File: src/rtl/sths_pkg.sv
// shared widths, types and codes for the sorted table hunt search block
package sths_pkg;

  localparam int TABLE_DEPTH = 256;
  localparam int KEY_WIDTH   = 32;

  localparam int ADDR_W  = $clog2(TABLE_DEPTH);
  localparam int CNT_W   = $clog2(TABLE_DEPTH + 1);
  localparam int IDX_W   = CNT_W + 3;
  localparam int INDEX_W = 8;
  localparam int GUESS_W = 10;
  localparam int POS_W   = 9;
  localparam int CFG_W   = 9;

  typedef logic signed [KEY_WIDTH-1:0] key_t;
  typedef logic signed [IDX_W-1:0]     idx_t;
  typedef logic [CNT_W-1:0]            cnt_t;
  typedef logic [ADDR_W-1:0]           addr_t;

  localparam idx_t IDX_ZERO = idx_t'(0);
  localparam idx_t IDX_ONE  = idx_t'(1);

  localparam logic FUNC_LOAD   = 1'b0;
  localparam logic FUNC_SEARCH = 1'b1;

  typedef struct packed {
    logic               start;
    key_t               key;
    logic [GUESS_W-1:0] guess;
    cnt_t               count;
  } cmd_t;

  typedef struct packed {
    logic valid;
    cnt_t pos;
  } res_t;

endpackage

File: src/rtl/sths_cmp.sv
// shared key comparator used by every probe of the search
module sths_cmp (
  input  sths_pkg::key_t key,
  input  sths_pkg::key_t first,
  input  sths_pkg::key_t entry,
  input  logic           dir_mode,
  input  logic           ascend,
  output logic           ge,
  output logic           past
);

  sths_pkg::key_t a;

  // direction check compares the first entry against the last one
  assign a    = dir_mode ? first : key;
  assign ge   = (a >= entry);
  assign past = (ge == ascend);

endmodule

File: src/rtl/sths_ctrl.sv
// search sequencer: direction check, gallop and bisection over the table ram
module sths_ctrl (
  input  logic              clk,
  input  logic              rst,
  input  sths_pkg::cmd_t    cmd,
  input  logic              out_free,
  input  sths_pkg::key_t    rdata,
  output sths_pkg::addr_t   raddr,
  output logic              idle,
  output sths_pkg::res_t    res
);

  typedef enum logic [11:0] {
    S_IDLE     = 12'b0000_0000_0001,
    S_LAST     = 12'b0000_0000_0010,
    S_DIR      = 12'b0000_0000_0100,
    S_NG_LAST  = 12'b0000_0000_1000,
    S_NG_FIRST = 12'b0000_0001_0000,
    S_G0       = 12'b0000_0010_0000,
    S_GUP      = 12'b0000_0100_0000,
    S_GEND_UP  = 12'b0000_1000_0000,
    S_GDN      = 12'b0001_0000_0000,
    S_GEND_DN  = 12'b0010_0000_0000,
    S_BIS      = 12'b0100_0000_0000,
    S_DONE     = 12'b1000_0000_0000
  } state_t;

  state_t state, state_next;

  sths_pkg::key_t key, first;
  sths_pkg::idx_t n, guess;
  sths_pkg::idx_t lo, hi, step, mid;
  sths_pkg::idx_t lo_next, hi_next, step_next, mid_next;
  sths_pkg::idx_t step2, hi2, lo2;
  sths_pkg::idx_t g_ext, cnt_ext;
  sths_pkg::idx_t rd_idx;
  sths_pkg::idx_t launch_lo, launch_hi, span, sum, fin_idx;
  sths_pkg::cnt_t pos, pos_next;
  logic           ascend, ascend_next;
  logic           have_guess, g_ok;
  logic           launch, fin;
  logic           cmp_ge, cmp_past;

  sths_cmp u_cmp (
    .key      (key),
    .first    (first),
    .entry    (rdata),
    .dir_mode (state == S_DIR),
    .ascend   (ascend),
    .ge       (cmp_ge),
    .past     (cmp_past)
  );

  assign g_ext   = sths_pkg::idx_t'(cmd.guess[sths_pkg::GUESS_W-2:0]);
  assign cnt_ext = sths_pkg::idx_t'(cmd.count);
  assign g_ok    = !cmd.guess[sths_pkg::GUESS_W-1] && (g_ext >= sths_pkg::IDX_ONE) &&
                   (g_ext <= cnt_ext - sths_pkg::IDX_ONE);

  assign step2 = step <<< 1;
  assign hi2   = hi + step2;
  assign lo2   = lo - step2;

  always_comb begin
    state_next  = state;
    lo_next     = lo;
    hi_next     = hi;
    step_next   = step;
    mid_next    = mid;
    pos_next    = pos;
    ascend_next = ascend;
    rd_idx      = sths_pkg::IDX_ZERO;
    launch      = 1'b0;
    launch_lo   = lo;
    launch_hi   = hi;
    fin         = 1'b0;
    fin_idx     = sths_pkg::IDX_ZERO;
    span        = sths_pkg::IDX_ZERO;
    sum         = sths_pkg::IDX_ZERO;

    unique case (state)
      S_IDLE: begin
        if (cmd.start) begin
          state_next = S_LAST;
        end
      end
      S_LAST: begin
        rd_idx     = n - sths_pkg::IDX_ONE;
        state_next = S_DIR;
      end
      S_DIR: begin
        ascend_next = !cmp_ge;
        if (have_guess) begin
          rd_idx     = guess;
          state_next = S_G0;
        end else begin
          rd_idx     = n - sths_pkg::IDX_ONE;
          state_next = S_NG_LAST;
        end
      end
      S_NG_LAST: begin
        if (cmp_past) begin
          fin     = 1'b1;
          fin_idx = n;
        end else begin
          state_next = S_NG_FIRST;
        end
      end
      S_NG_FIRST: begin
        if (!cmp_past) begin
          fin = 1'b1;
        end else begin
          launch    = 1'b1;
          launch_lo = sths_pkg::IDX_ZERO;
          launch_hi = n - sths_pkg::IDX_ONE;
        end
      end
      S_G0: begin
        if (cmp_past) begin
          if (guess == n - sths_pkg::IDX_ONE) begin
            fin     = 1'b1;
            fin_idx = n;
          end else begin
            lo_next    = guess;
            hi_next    = guess + sths_pkg::IDX_ONE;
            step_next  = sths_pkg::IDX_ONE;
            rd_idx     = guess + sths_pkg::IDX_ONE;
            state_next = S_GUP;
          end
        end else begin
          hi_next    = guess;
          lo_next    = guess - sths_pkg::IDX_ONE;
          step_next  = sths_pkg::IDX_ONE;
          rd_idx     = guess - sths_pkg::IDX_ONE;
          state_next = S_GDN;
        end
      end
      S_GUP: begin
        if (cmp_past) begin
          lo_next   = hi;
          step_next = step2;
          if (hi2 >= n) begin
            // ran off the end: settle against the last entry
            rd_idx     = n - sths_pkg::IDX_ONE;
            state_next = S_GEND_UP;
          end else begin
            hi_next = hi2;
            rd_idx  = hi2;
          end
        end else begin
          launch = 1'b1;
        end
      end
      S_GEND_UP: begin
        if (cmp_past) begin
          fin     = 1'b1;
          fin_idx = n;
        end else begin
          launch    = 1'b1;
          launch_hi = n;
        end
      end
      S_GDN: begin
        if (!cmp_past) begin
          hi_next   = lo;
          step_next = step2;
          if (lo2 < sths_pkg::IDX_ZERO) begin
            state_next = S_GEND_DN;
          end else begin
            lo_next = lo2;
            rd_idx  = lo2;
          end
        end else begin
          launch = 1'b1;
        end
      end
      S_GEND_DN: begin
        if (!cmp_past) begin
          fin = 1'b1;
        end else begin
          launch    = 1'b1;
          launch_lo = sths_pkg::IDX_ZERO;
        end
      end
      S_BIS: begin
        launch = 1'b1;
        if (cmp_past) begin
          launch_lo = mid;
        end else begin
          launch_hi = mid;
        end
      end
      S_DONE: begin
        if (out_free) begin
          state_next = S_IDLE;
        end
      end
      default: begin
        state_next = S_IDLE;
      end
    endcase

    // bisect the bracket, probing its midpoint at once; span <= 1 ends at hi
    if (launch) begin
      lo_next = launch_lo;
      hi_next = launch_hi;
      span    = launch_hi - launch_lo;
      sum     = launch_lo + launch_hi;
      if (span > sths_pkg::IDX_ONE) begin
        mid_next   = sum >>> 1;
        rd_idx     = mid_next;
        state_next = S_BIS;
      end else begin
        pos_next   = launch_hi[sths_pkg::CNT_W-1:0];
        state_next = S_DONE;
      end
    end

    if (fin) begin
      pos_next   = fin_idx[sths_pkg::CNT_W-1:0];
      state_next = S_DONE;
    end
  end

  assign raddr     = rd_idx[sths_pkg::ADDR_W-1:0];
  assign idle      = (state == S_IDLE);
  assign res.valid = (state == S_DONE);
  assign res.pos   = pos;

  always_ff @(posedge clk) begin
    if (rst) begin
      state <= S_IDLE;
    end else begin
      state <= state_next;
    end
  end

  always_ff @(posedge clk) begin
    if (state == S_IDLE && cmd.start) begin
      key        <= cmd.key;
      n          <= cnt_ext;
      guess      <= g_ext;
      have_guess <= g_ok;
    end
    if (state == S_LAST) begin
      first <= rdata;
    end
    lo     <= lo_next;
    hi     <= hi_next;
    step   <= step_next;
    mid    <= mid_next;
    pos    <= pos_next;
    ascend <= ascend_next;
  end

  a_bis_bracket: assert property (@(posedge clk) disable iff (rst)
    state == S_BIS |-> (lo < mid) && (mid < hi))
    else $error("bisection midpoint outside its bracket");

  a_gallop_up: assert property (@(posedge clk) disable iff (rst)
    state == S_GUP |-> (lo >= sths_pkg::IDX_ZERO) && (lo < hi) && (hi < n))
    else $error("upward gallop probe outside the table");

  a_gallop_down: assert property (@(posedge clk) disable iff (rst)
    state == S_GDN |-> (lo >= sths_pkg::IDX_ZERO) && (lo < hi) && (hi < n))
    else $error("downward gallop probe outside the table");

  a_pos_range: assert property (@(posedge clk) disable iff (rst)
    state == S_DONE |-> sths_pkg::idx_t'(pos) <= n)
    else $error("search result beyond the entry count");

endmodule

File: config.mk
export PLATFORM = sky130hd
export DESIGN_NAME = sths_ctrl
export DESIGN_NICKNAME = d
export VERILOG_FILES = /design/src/rtl/sths_pkg.sv /design/src/rtl/sths_cmp.sv /design/src/rtl/sths_ctrl.sv
export SDC_FILE = /design/constraint.sdc
export NUM_CORES = 1
export LEC_CHECK = 0
export CAP_MARGIN = 20
export CELL_PAD_IN_SITES_DETAIL_PLACEMENT = 1
export CELL_PAD_IN_SITES_GLOBAL_PLACEMENT = 2
export CORE_ASPECT_RATIO = 1.25
export CORE_MARGIN = 3
export CORE_UTILIZATION = 45
export CTS_BUF_LIST = sky130_fd_sc_hd__clkbuf_16
export CTS_CLUSTER_DIAMETER = 30
export CTS_CLUSTER_SIZE = 8
export DETAILED_ROUTE_END_ITERATION = 16
export DONT_BUFFER_PORTS = 1
export GPL_TIMING_DRIVEN = 1
export PLACE_DENSITY_LB_ADDON = 0.1
export SYNTH_ARGS = -nofsm -noshare
export SYNTH_HDL_FRONTEND = slang
export SYNTH_HIERARCHICAL = 1
export SYNTH_SLANG_ARGS = --single-unit
File: constraint.sdc
create_clock -name clk -period 18.7 [get_ports clk]
set_input_delay 0 -clock clk [delete_from_list [all_inputs] [get_ports clk]]
set_output_delay 0 -clock clk [all_outputs]
set_load 0.05 [all_outputs]
# Word-level counts from Yosys, hierarchy flattened
# Index checks and enable logic that the tools add are counted.
# Widths: inputs -> output; s select.
[classes]
n_reduce_logical = 21
n_eq_ne = 38
muxes = 63
order_cmp = 6
addsub = 8
[op_table]
columns = ["cell", "count"]
rows = [
  ["$mux 12", 28],
  ["$pmux 12 s3", 3],
  ["$pmux 12 s9", 1],
  ["$mux 8", 9],
  ["$mux 9", 6],
  ["$mux 11", 4],
  ["$pmux 8 s5", 1],
  ["$pmux 11 s3", 1],
  ["$ge 32x32->1", 1],
  ["$mux 32", 1],
  ["$sub 9x1->10 const B", 3],
  ["$add 12x12->12", 2],
  ["$ne 3x3->1 const B", 8],
  ["$ne 4x4->1 const B", 6],
  ["$pmux 12 s2", 1],
  ["$sub 12x12->12", 2],
  ["$pmux 9 s2", 1],
  ["$reduce_and 9->1", 2],
  ["$eq 12x1->1 const B", 1],
  ["$eq 12x10->1 const B", 1],
  ["$eq 12x11->1 const B", 1],
  ["$eq 12x12->1 const B", 1],
  ["$eq 12x2->1 const B", 1],
  ["$eq 12x3->1 const B", 1],
  ["33 further kinds", 50],
]
[word_totals]
input_bits = 87
out_inout_bits = 19
word_cells = 149
regBits = 151

# Longest topological paths before layout
# Gate-level depths: netlist of run 1.
[logic_depth]
ltp_word = 11
mapped_depth = 33
mapped_depth_nobuf = 27

# Hierarchy
# Netlist of run 1, hierarchy kept.
[by_module_without_submodules]
columns = ["mod", "cells_each", "seq_area_each_um2", "area_each_um2", "n_inst"]
rows = [
  ["sths_ctrl", 1024, 4414.2, 10162.2, 1],
  ["sths_cmp", 161, 0.0, 1305.0, 1],
]

# Worst setup path before layout of run 1
# Ideal clock, no wire load.
[synth_timing]
path_kind = "reg-to-output"
start = "register state[9]"
end = "output raddr[6]"
required_ps = 18700
path_stages_with_launch = 34
path_slack_ps = 10626
t_arrival_ps = 8074
n_path_buf = 9
path_cell_list = "dfxtp_1 > or3_1 > buf_6 > nor3_1 > nand2_1 > nor2_1 > clkbuf_1 > buf_1 > mux2_2 > ha_1 > a21o_1 > a221o_1 > a221oi_2 > a2bb2oi_1 > o21bai_1 > nor3_2 > buf_6 > clkbuf_1 > clkbuf_1 > buf_1 > a21oi_1 > a21oi_1 > inv_1 > ha_1 > clkbuf_1 > a211oi_1 > nor3_1 > o21a_1 > o21a_1 > o21ai_0 > nor4_1 > or3_1 > buf_6 > o221ai_1"
[synth_via]
elab_chain_cells = 10
elab_cells_between_ends = 34
classes_between = "add/sub: 2; order compare: 2; eq/ne: 10; mux: 17; reduce/logical: 3"
[synth_lines]
columns = ["element", "line_no", "text"]
rows = [
  ["start: declaration", "sths_ctrl.sv:28", "state_t state, state_next;"],
  ["start signal: assignment", "sths_ctrl.sv:233", "state <= state_next;"],
  ["$eq 12x3->1 *", "sths_ctrl.sv:48", ".dir_mode (state == S_DIR),"],
  ["$mux 32 *", "sths_cmp.sv:15", "assign a = dir_mode ? first : key;"],
  ["$ge 32x32->1 *", "sths_cmp.sv:16", "assign ge = (a >= entry);"],
  ["$eq 1x1->1 *", "sths_cmp.sv:17", "assign past = (ge == ascend);"],
  ["named net cmp_past", "sths_ctrl.sv:42", "logic cmp_ge, cmp_past;"],
  ["$mux 12, on equally long branches", "-", ""],
  ["$pmux 12 s3 / $pmux 12 s2 (equally long branches)", "sths_ctrl.sv:80", "unique case (state)"],
  ["$sub 12x12->12", "sths_ctrl.sv:206", "span = launch_hi - launch_lo;"],
  ["$gt 12x2->1", "sths_ctrl.sv:208", "if (span > sths_pkg::IDX_ONE) begin"],
  ["$mux 8", "sths_ctrl.sv:208", ""],
  ["$mux 8 *", "sths_ctrl.sv:203", "if (launch) begin"],
  ["end: declaration", "sths_ctrl.sv:8", "output sths_pkg::addr_t raddr,"],
]
# Mark *: on every way through the listed nets, which the timed path passes. The rest lies on a longest branch.

# Worst setup path after layout of run 1
[layout_timing]
start = "register state[9]"
end = "output raddr[7]"
# The elaborated chain is that of the path after synthesis.

==> results of run 1 <==
-- power by group through the flow --
stage	Combinational, mW	Clock [mW]	Sequential (mW)
finish	1.28	0.332	0.651
global route	1.39	0.350	0.659
global placement	1.22	0	0.656
floorplan	0.921	0	0.602
CTS	1.26	0.335	0.650
detailed placement	1.24	0	0.655
-- worst max-delay path, cell delays in order, from the launching register on --
cell	delay [ns]
dfxtp_1	0.35
or3_1	0.51
nor3_1	0.33
nand2_1	0.25
nor2_4	0.18
buf_4	0.42
mux2_2	0.39
ha_1	0.30
nand4_1	0.16
nor4_1	0.52
o21ai_0	0.28
a31oi_4	0.26
o21bai_1	0.14
nor3_4	0.19
buf_4	0.64
clkinv_1	0.50
o21ai_0	0.59
ha_1	0.30
inv_1	0.06
fa_1	0.43
a211oi_1	0.32
nor3_1	0.12
o21a_1	0.24
o22a_1	0.18
xnor2_1	0.13
nor4_1	0.55
or3_1	0.60
o221ai_1	0.65
-- layout make-up --
cell class,count,area [um2]
repair buffers,105,1013
flip-flops and latches,151,4414
clock inverters,14,126.4
fillers,2743,11510
clock buffers,17,425.4
multi-input cells,862,6384
well taps,330,412.9
diodes,1,2.502
inverters,120,450.4
-- registers in the layout (all words and copies together) (netlist names) --
signal      cells
hi             12
lo             12
guess           9
pos             9
n               9
step           11
key            32
first          32
state          12
ascend          1
have_guess      1
mid            11
-- layer usage --
| metal | vias up | part of all wire (%) | routed length, um | track usage (%) |
|---|---|---|---|---|
| met2 | 308 | 51 | 20220 | 51.07 |
| met5 | - | 0 | 0 | 0 |
| met4 | 0 | 5.6 | 2254 | 16.41 |
| li1 | 4529 | - | - | - |
| met3 | 102 | 4.9 | 1979 | 4.894 |
| met1 | 4824 | 39 | 15530 | 33.84 |
-- cells by family after synthesis --
family	after synthesis
compound gates	302
xor+xnor	67
fa+ha+maj	100
buf+inv	172
flops	151
mux	50
simple gates	343
-- synthesized netlist by cell type, types with 19 or more instances --
library cell,count
nor2_1,79
nand3_1,20
xnor2_1,45
inv_1,117
a211oi_1,19
ha_1,96
a21oi_1,83
nor3_1,29
nor4_1,21
mux2_2,41
edfxtp_1,139
clkbuf_1,33
nand2_1,78
o21ai_0,63
-- per-stage QoR --
stage	utilization, %	cells	setup WS, ns	hold slack (ns)
6_report	53.46	1600	8.658	0.05610
5_1_grt	53.46	1600	7.776	0.01557
4_1_cts	53.35	1597	8.559	0.008267
3_5_place_dp	47.64	1480	8.905	0.07320
3_3_place_gp	47.64	1480	9.251	0.08398
2_1_floorplan	-	1185	10.63	0.06907
-- how the worst min path moves through the flow --
stage / start / slack [ns] / endpoint
6_report: rst / 0.06 / state[1]$_SDFFE_PP0P_
5_1_grt: cmd[17] / 0.02 / have_guess$_DFFE_PP_
4_1_cts: cmd[17] / 0.008 / have_guess$_DFFE_PP_
3_5_place_dp: rst / 0.07 / state[11]$_SDFFE_PP0P_
3_3_place_gp: rst / 0.08 / state[11]$_SDFFE_PP0P_
2_1_floorplan: rst / 0.07 / state[11]$_SDFFE_PP0P_
-- cells in the final DEF, fill, tap and decap left out, types with 16 or more instances in the layout --
cell type      count
edfxtp_1         139
inv_1            116
ha_1              96
dlygate4sd3_1     86
a21oi_1           83
nand2_1           78
nor2_1            77
o21ai_0           63
xnor2_1           45
mux2_2            41
nor3_1            28
nor4_1            21
nand3_1           20
a211oi_1          19
xor2_1            18
clkbuf_16         17
buf_4             17
or3_1             16
nor2b_1           16
==> flow_summary.yaml, run 1 <==
timing:
  clock_skew_ns: 0.01117
  slew_headroom_pct: 26.36
  slew_violations: 0
  rsz0062_at_grt: "no"
  period_minus_slack_ns: 10.04
  fmax_mhz: 99.59
  worstMarginPinSlew_ns: 1.125
  finalSetupViolCount: 0
  finalHoldViolations: 0
  min_period_over_period_pct: 53.70
  setup_tns_ns: 0
yosys:
  synthTopCellsByArea: "edfxtp_1 (36%), ha_1 (10%), mux2_2 (4.0%), inv_1 (3.8%), a21oi_1 (3.6%)"
  netlist_instances: 1185
  synth_largest_type_area_fraction_pct: 36.40
  muxShareOfSynthArea_pct: 4.812
  yosysSeqAreaShare_pct: 38.49
  synth_top_family_by_area: "compound AO/OA/AOI/OAI gates"
  synth_nets: 1372
  async_flop_share_pct: 0
  synth.avg_cell_area_um2: 9.677
  synthSimpleGateAreaFrac_pct: 15.89
  synthAdderAreaFrac_pct: 11.17
  netlist-cell-type-count: 91
  synth_edf_count: 139
  synth_area_leader_cell: "edfxtp_1"
  ys_ff_latch: 151
  synth_warnings: 6
  synth_compound_area_share_pct: 18.03
  ys.flop_type: "edfxtp_1"
  synth_xor_area_share_pct: 5.543
  syn_area_um2: 11470
pwr:
  leakagePower_nw: 5.084
  p_switching_mw: 1.104
  intPower_mw: 1.160
  combPwrFrac_pct: 56.6
  ir_worst_vdd_v: 0.00007371
  switching_share_pct: 48.77
  seqPwrFrac_pct: 28.7
  p_clk_share_pct: 14.7
  p_total_mw: 2.264
  powerDensity_nw_per_um2: 171.2
grt:
  grt_overflow: 0
  antenna_found_initial: 1
  grtUsageTotal_pct: 29.18
  grt_first_pass_wirelength_um: 60490
  grt_max_degree: 68
  first_global_vias: 10363
critical_path:
  reg2reg_setup_slack_ns: 8.96
  reg2reg_to: "mid[3]$_DFFE_PP_"
  worst-path-max-fanout: 67
  critPathLaunch: "state[9]$_SDFFE_PP0P_"
  endpoint_kind: "output port"
  worstPathArrival_ns: 10.04
  critical_path_class: "register to output port"
  startpoint_type: "register"
  r2r-start: "state[9]$_SDFFE_PP0P_"
  crit_path_end: "raddr[7]"
  required_ns: 18.70
  reg2reg_depth: 27
clock_tree:
  cts_root_buffer: "clkbuf_16"
  hold_buffers: 86
  post_cts_buffers: 0
  numCtsBuffers: 17
  cts_buffer_depth: 2
  h-tree-depth: 4
  cts_tree: "built"
  clock_latency_ns: 0.44
  clkTransAtPathRegs_ns: 0.07
  post_cts_resized: 0
  cts_sinks: 151
drt:
  via_count: 9763
  totalWireLength_um: 39990
  post_drt_wl_per_cell_um: 24.99
  drt_iter0_drc: 675
  routed_via_density: 6.102
  ant_nets: 0
  drtPass1Iterations: 7
  drc_errors: 0
job:
  maxCapViolations: 0
die:
  fp.dieW_um: 148.8
  rows: 64
  die_y_um: 184.5
  initial_core_util_pct: 46.34
  die-area_um2: 27450
  coreArea_um2: 24740
  pin_count: 106
placed_design:
  io_buffers: 0
  place_area_um2: 11790
  dpl.hpwl_um: 29250
  gp_congestion: 0.9254
hold_path:
  min_path_cells: 2
  min_path_type: "primary input to register"
final_layout:
  finalInstanceArea_um2: 13230
  syn_to_final_growth_pct: 15.36
  layout.nets: 1444
  drive_gt1_share_pct: 9.771
status:
  status: "finished clean"
(Power assumes the default switching activity.)
==> inputs of run 2 (changes only) <==
Settings changed: CORE_UTILIZATION 45 to 42.
Clock period 18.7 ns to 10.15 ns, I/O delays scaled along.
==> run 2 against run 1 <==
Effect of this change:
- non-clock buffer count increased by 2
- flip-flop and latch count unchanged
- via count decreased by 1.3%
- cell count increased by 1.1%
- critical path type unchanged
- setup slack got worse by 7.6 ns
- combinational power increased by 87%
- highest routed layer unchanged
- register-to-register slack got worse by 7.7 ns
==> flow_summary.yaml, run 2 (synthesis results as in run 1) <==
status:
  status: "finished clean"
final_layout:
  finalNonFillerCells: 1618
  syn_to_final_growth_pct: 15.69
  reg.largest.list: "first (32), key (32)"
  layout.nets: 1446
  final_common_cell: "edfxtp_1"
  drive_gt1_share_pct: 9.984
  final_cell_mix: "edfxtp_1 (139), inv_1 (121), ha_1 (96)"
  finalInstanceArea_um2: 13270
timing:
  period_minus_slack_ns: 9.084
  setup_tns_ns: 0
  finalSetupViolCount: 0
  rsz0062_at_grt: "no"
  min_period_over_period_pct: 89.50
  slew_headroom_pct: 29.68
  slew_violations: 0
  clock_skew_ns: 0.01159
  fmax_mhz: 110.1
  finalHoldViolations: 0
  worstMarginPinSlew_ns: 1.052
die:
  die_y_um: 190.7
  rows: 67
  pin_count: 106
  fp.dieW_um: 153.8
  die-area_um2: 29330
  initial_core_util_pct: 42.75
  coreArea_um2: 26830
critical_path:
  critical_path_class: "register to output port"
  reg2reg_setup_slack_ns: 1.27
  required_ns: 10.15
  startpoint_type: "register"
  r2r-start: "state[9]$_SDFFE_PP0P_"
  reg2reg_to: "state[11]$_SDFFE_PP0P_"
  worstPathArrival_ns: 9.08
  endpoint_kind: "output port"
  worst-path-max-fanout: 20
  reg2reg_depth: 28
clock_tree:
  clock_latency_ns: 0.44
  cts_root_buffer: "clkbuf_16"
  h-tree-depth: 4
  cts_sinks: 151
  numCtsBuffers: 17
  clkTransAtPathRegs_ns: 0.07
  cts_tree: "built"
  cts_buffer_depth: 2
placed_design:
  place_area_um2: 11840
  dp.cells: 1498
  io_buffers: 0
  gp_congestion: 0.9151
  dpl.hpwl_um: 29460
grt:
  grt_max_degree: 52
  grt_overflow: 0
  grt_first_pass_wirelength_um: 61450
  grtUsageTotal_pct: 27.40
  first_global_vias: 10213
  antenna_found_initial: 1
hold_path:
  hp-start: "cmd[17]"
  min_path_cells: 2
  min_path_type: "primary input to register"
  min_to: "have_guess$_DFFE_PP_"
pwr:
  p_switching_mw: 2.041
  p_clk_share_pct: 14.6
  combPwrFrac_pct: 57.0
  leakagePower_nw: 5.104
  ir_worst_vdd_v: 0.0001326
  powerDensity_nw_per_um2: 315.9
  intPower_mw: 2.150
  seqPwrFrac_pct: 28.4
  switching_share_pct: 48.71
  p_total_mw: 4.191
drt:
  totalWireLength_um: 40060
  post_drt_wl_per_cell_um: 24.76
  drc_errors: 0
  ant_nets: 0
  drt_iter0_drc: 619
  drtPass1Iterations: 5
  routed_via_density: 5.956
  via_count: 9637
job:
  maxCapViolations: 0
[run 2: cell types whose count changed in the layout (fill, tap and decap cells not counted), sizes merged]
cell and delta:
clkinvlp +2, clkinv -3, buf +2, inv +2
[run 2: worst max path at each step]
stage / slack [ns] / cells after the start / start / endpoint
after floorplan: 2.08 / 33 / state[9]$_SDFFE_PP0P_ / raddr[6]
after global placement: 1.63 / 27 / state[9]$_SDFFE_PP0P_ / mid[8]$_DFFE_PP_
after global routing: 0.41 / 27 / state[9]$_SDFFE_PP0P_ / raddr[2]
final: 1.07 / 27 / state[9]$_SDFFE_PP0P_ / raddr[2]
after detailed placement: 1.41 / 27 / state[9]$_SDFFE_PP0P_ / mid[8]$_DFFE_PP_
after CTS: 1.06 / 27 / state[9]$_SDFFE_PP0P_ / raddr[2]
[run 2: timing repair]
item / CTS / global route
buffers inserted: 0 / 0
hold endpoints to repair: 87 / 0
gates resized for setup: 0 / 0
hold buffers: 86 / 0
[run 2: layout make-up]
class	count	area [um2]
antenna	1	2.502
clock buffer	17	425.4
clock inverter	15	118.9
fill	3007	13560
inverter	120	450.4
multi-input combinational	862	6392
sequential	151	4414
tap	345	431.7
timing repair buffer	107	1031
[run 2: per-stage QoR]
stage | util [%] | hold slack, ns | worst slack [ns]
final | 49.45 | 0.01470 | 1.066
after global routing | 49.45 | 0.007608 | 0.4087
after CTS | 49.37 | 0.001676 | 1.056
after detailed placement | 44.13 | 0.08970 | 1.411
after global placement | 44.13 | 0.09893 | 1.634
after floorplan | - | 0.06907 | 2.076
[run 2: metal layers]
layer / global-route usage (%) / vias to the layer above / share of wire, %
met3: 3.859 / 73 / 3.6
met2: 50.05 / 270 / 52
li1: - / 4542 / -
met5: 0 / - / 0
met1: 31.83 / 4752 / 40
met4: 12.06 / 0 / 4.3
[run 2: power groups by stage]
| stage | clock, mW | combinational (mW) | sequential, mW |
|---|---|---|---|
| finish | 0.612 | 2.39 | 1.19 |
| global route | 0.644 | 2.62 | 1.21 |
| CTS | 0.611 | 2.37 | 1.19 |
| detailed placement | 0 | 2.31 | 1.20 |
| global placement | 0 | 2.29 | 1.20 |
| floorplan | 0 | 1.70 | 1.11 |
[run 2: critical path, stage by stage (launching register included)]
cell and delay [ns]:
dfxtp_1 0.35, or3_1 0.51, nor3_1 0.34, nand2_1 0.26, nor2_4 0.45, buf_4 0.38
mux2_2 0.37, ha_1 0.45, nand4_4 0.16, nor4_4 0.42, nand4_1 0.20, nand4_1 0.13
o21bai_1 0.10, nor3_4 0.29, clkinv_1 0.10, buf_4 0.18, o21ai_0 0.52, ha_1 0.36
inv_1 0.08, fa_1 0.44, a211oi_1 0.31, nor3_1 0.12, o21a_1 0.25, o22a_1 0.18
xnor2_1 0.21, nor4_1 0.10, or3_1 0.62, o2111ai_2 0.74
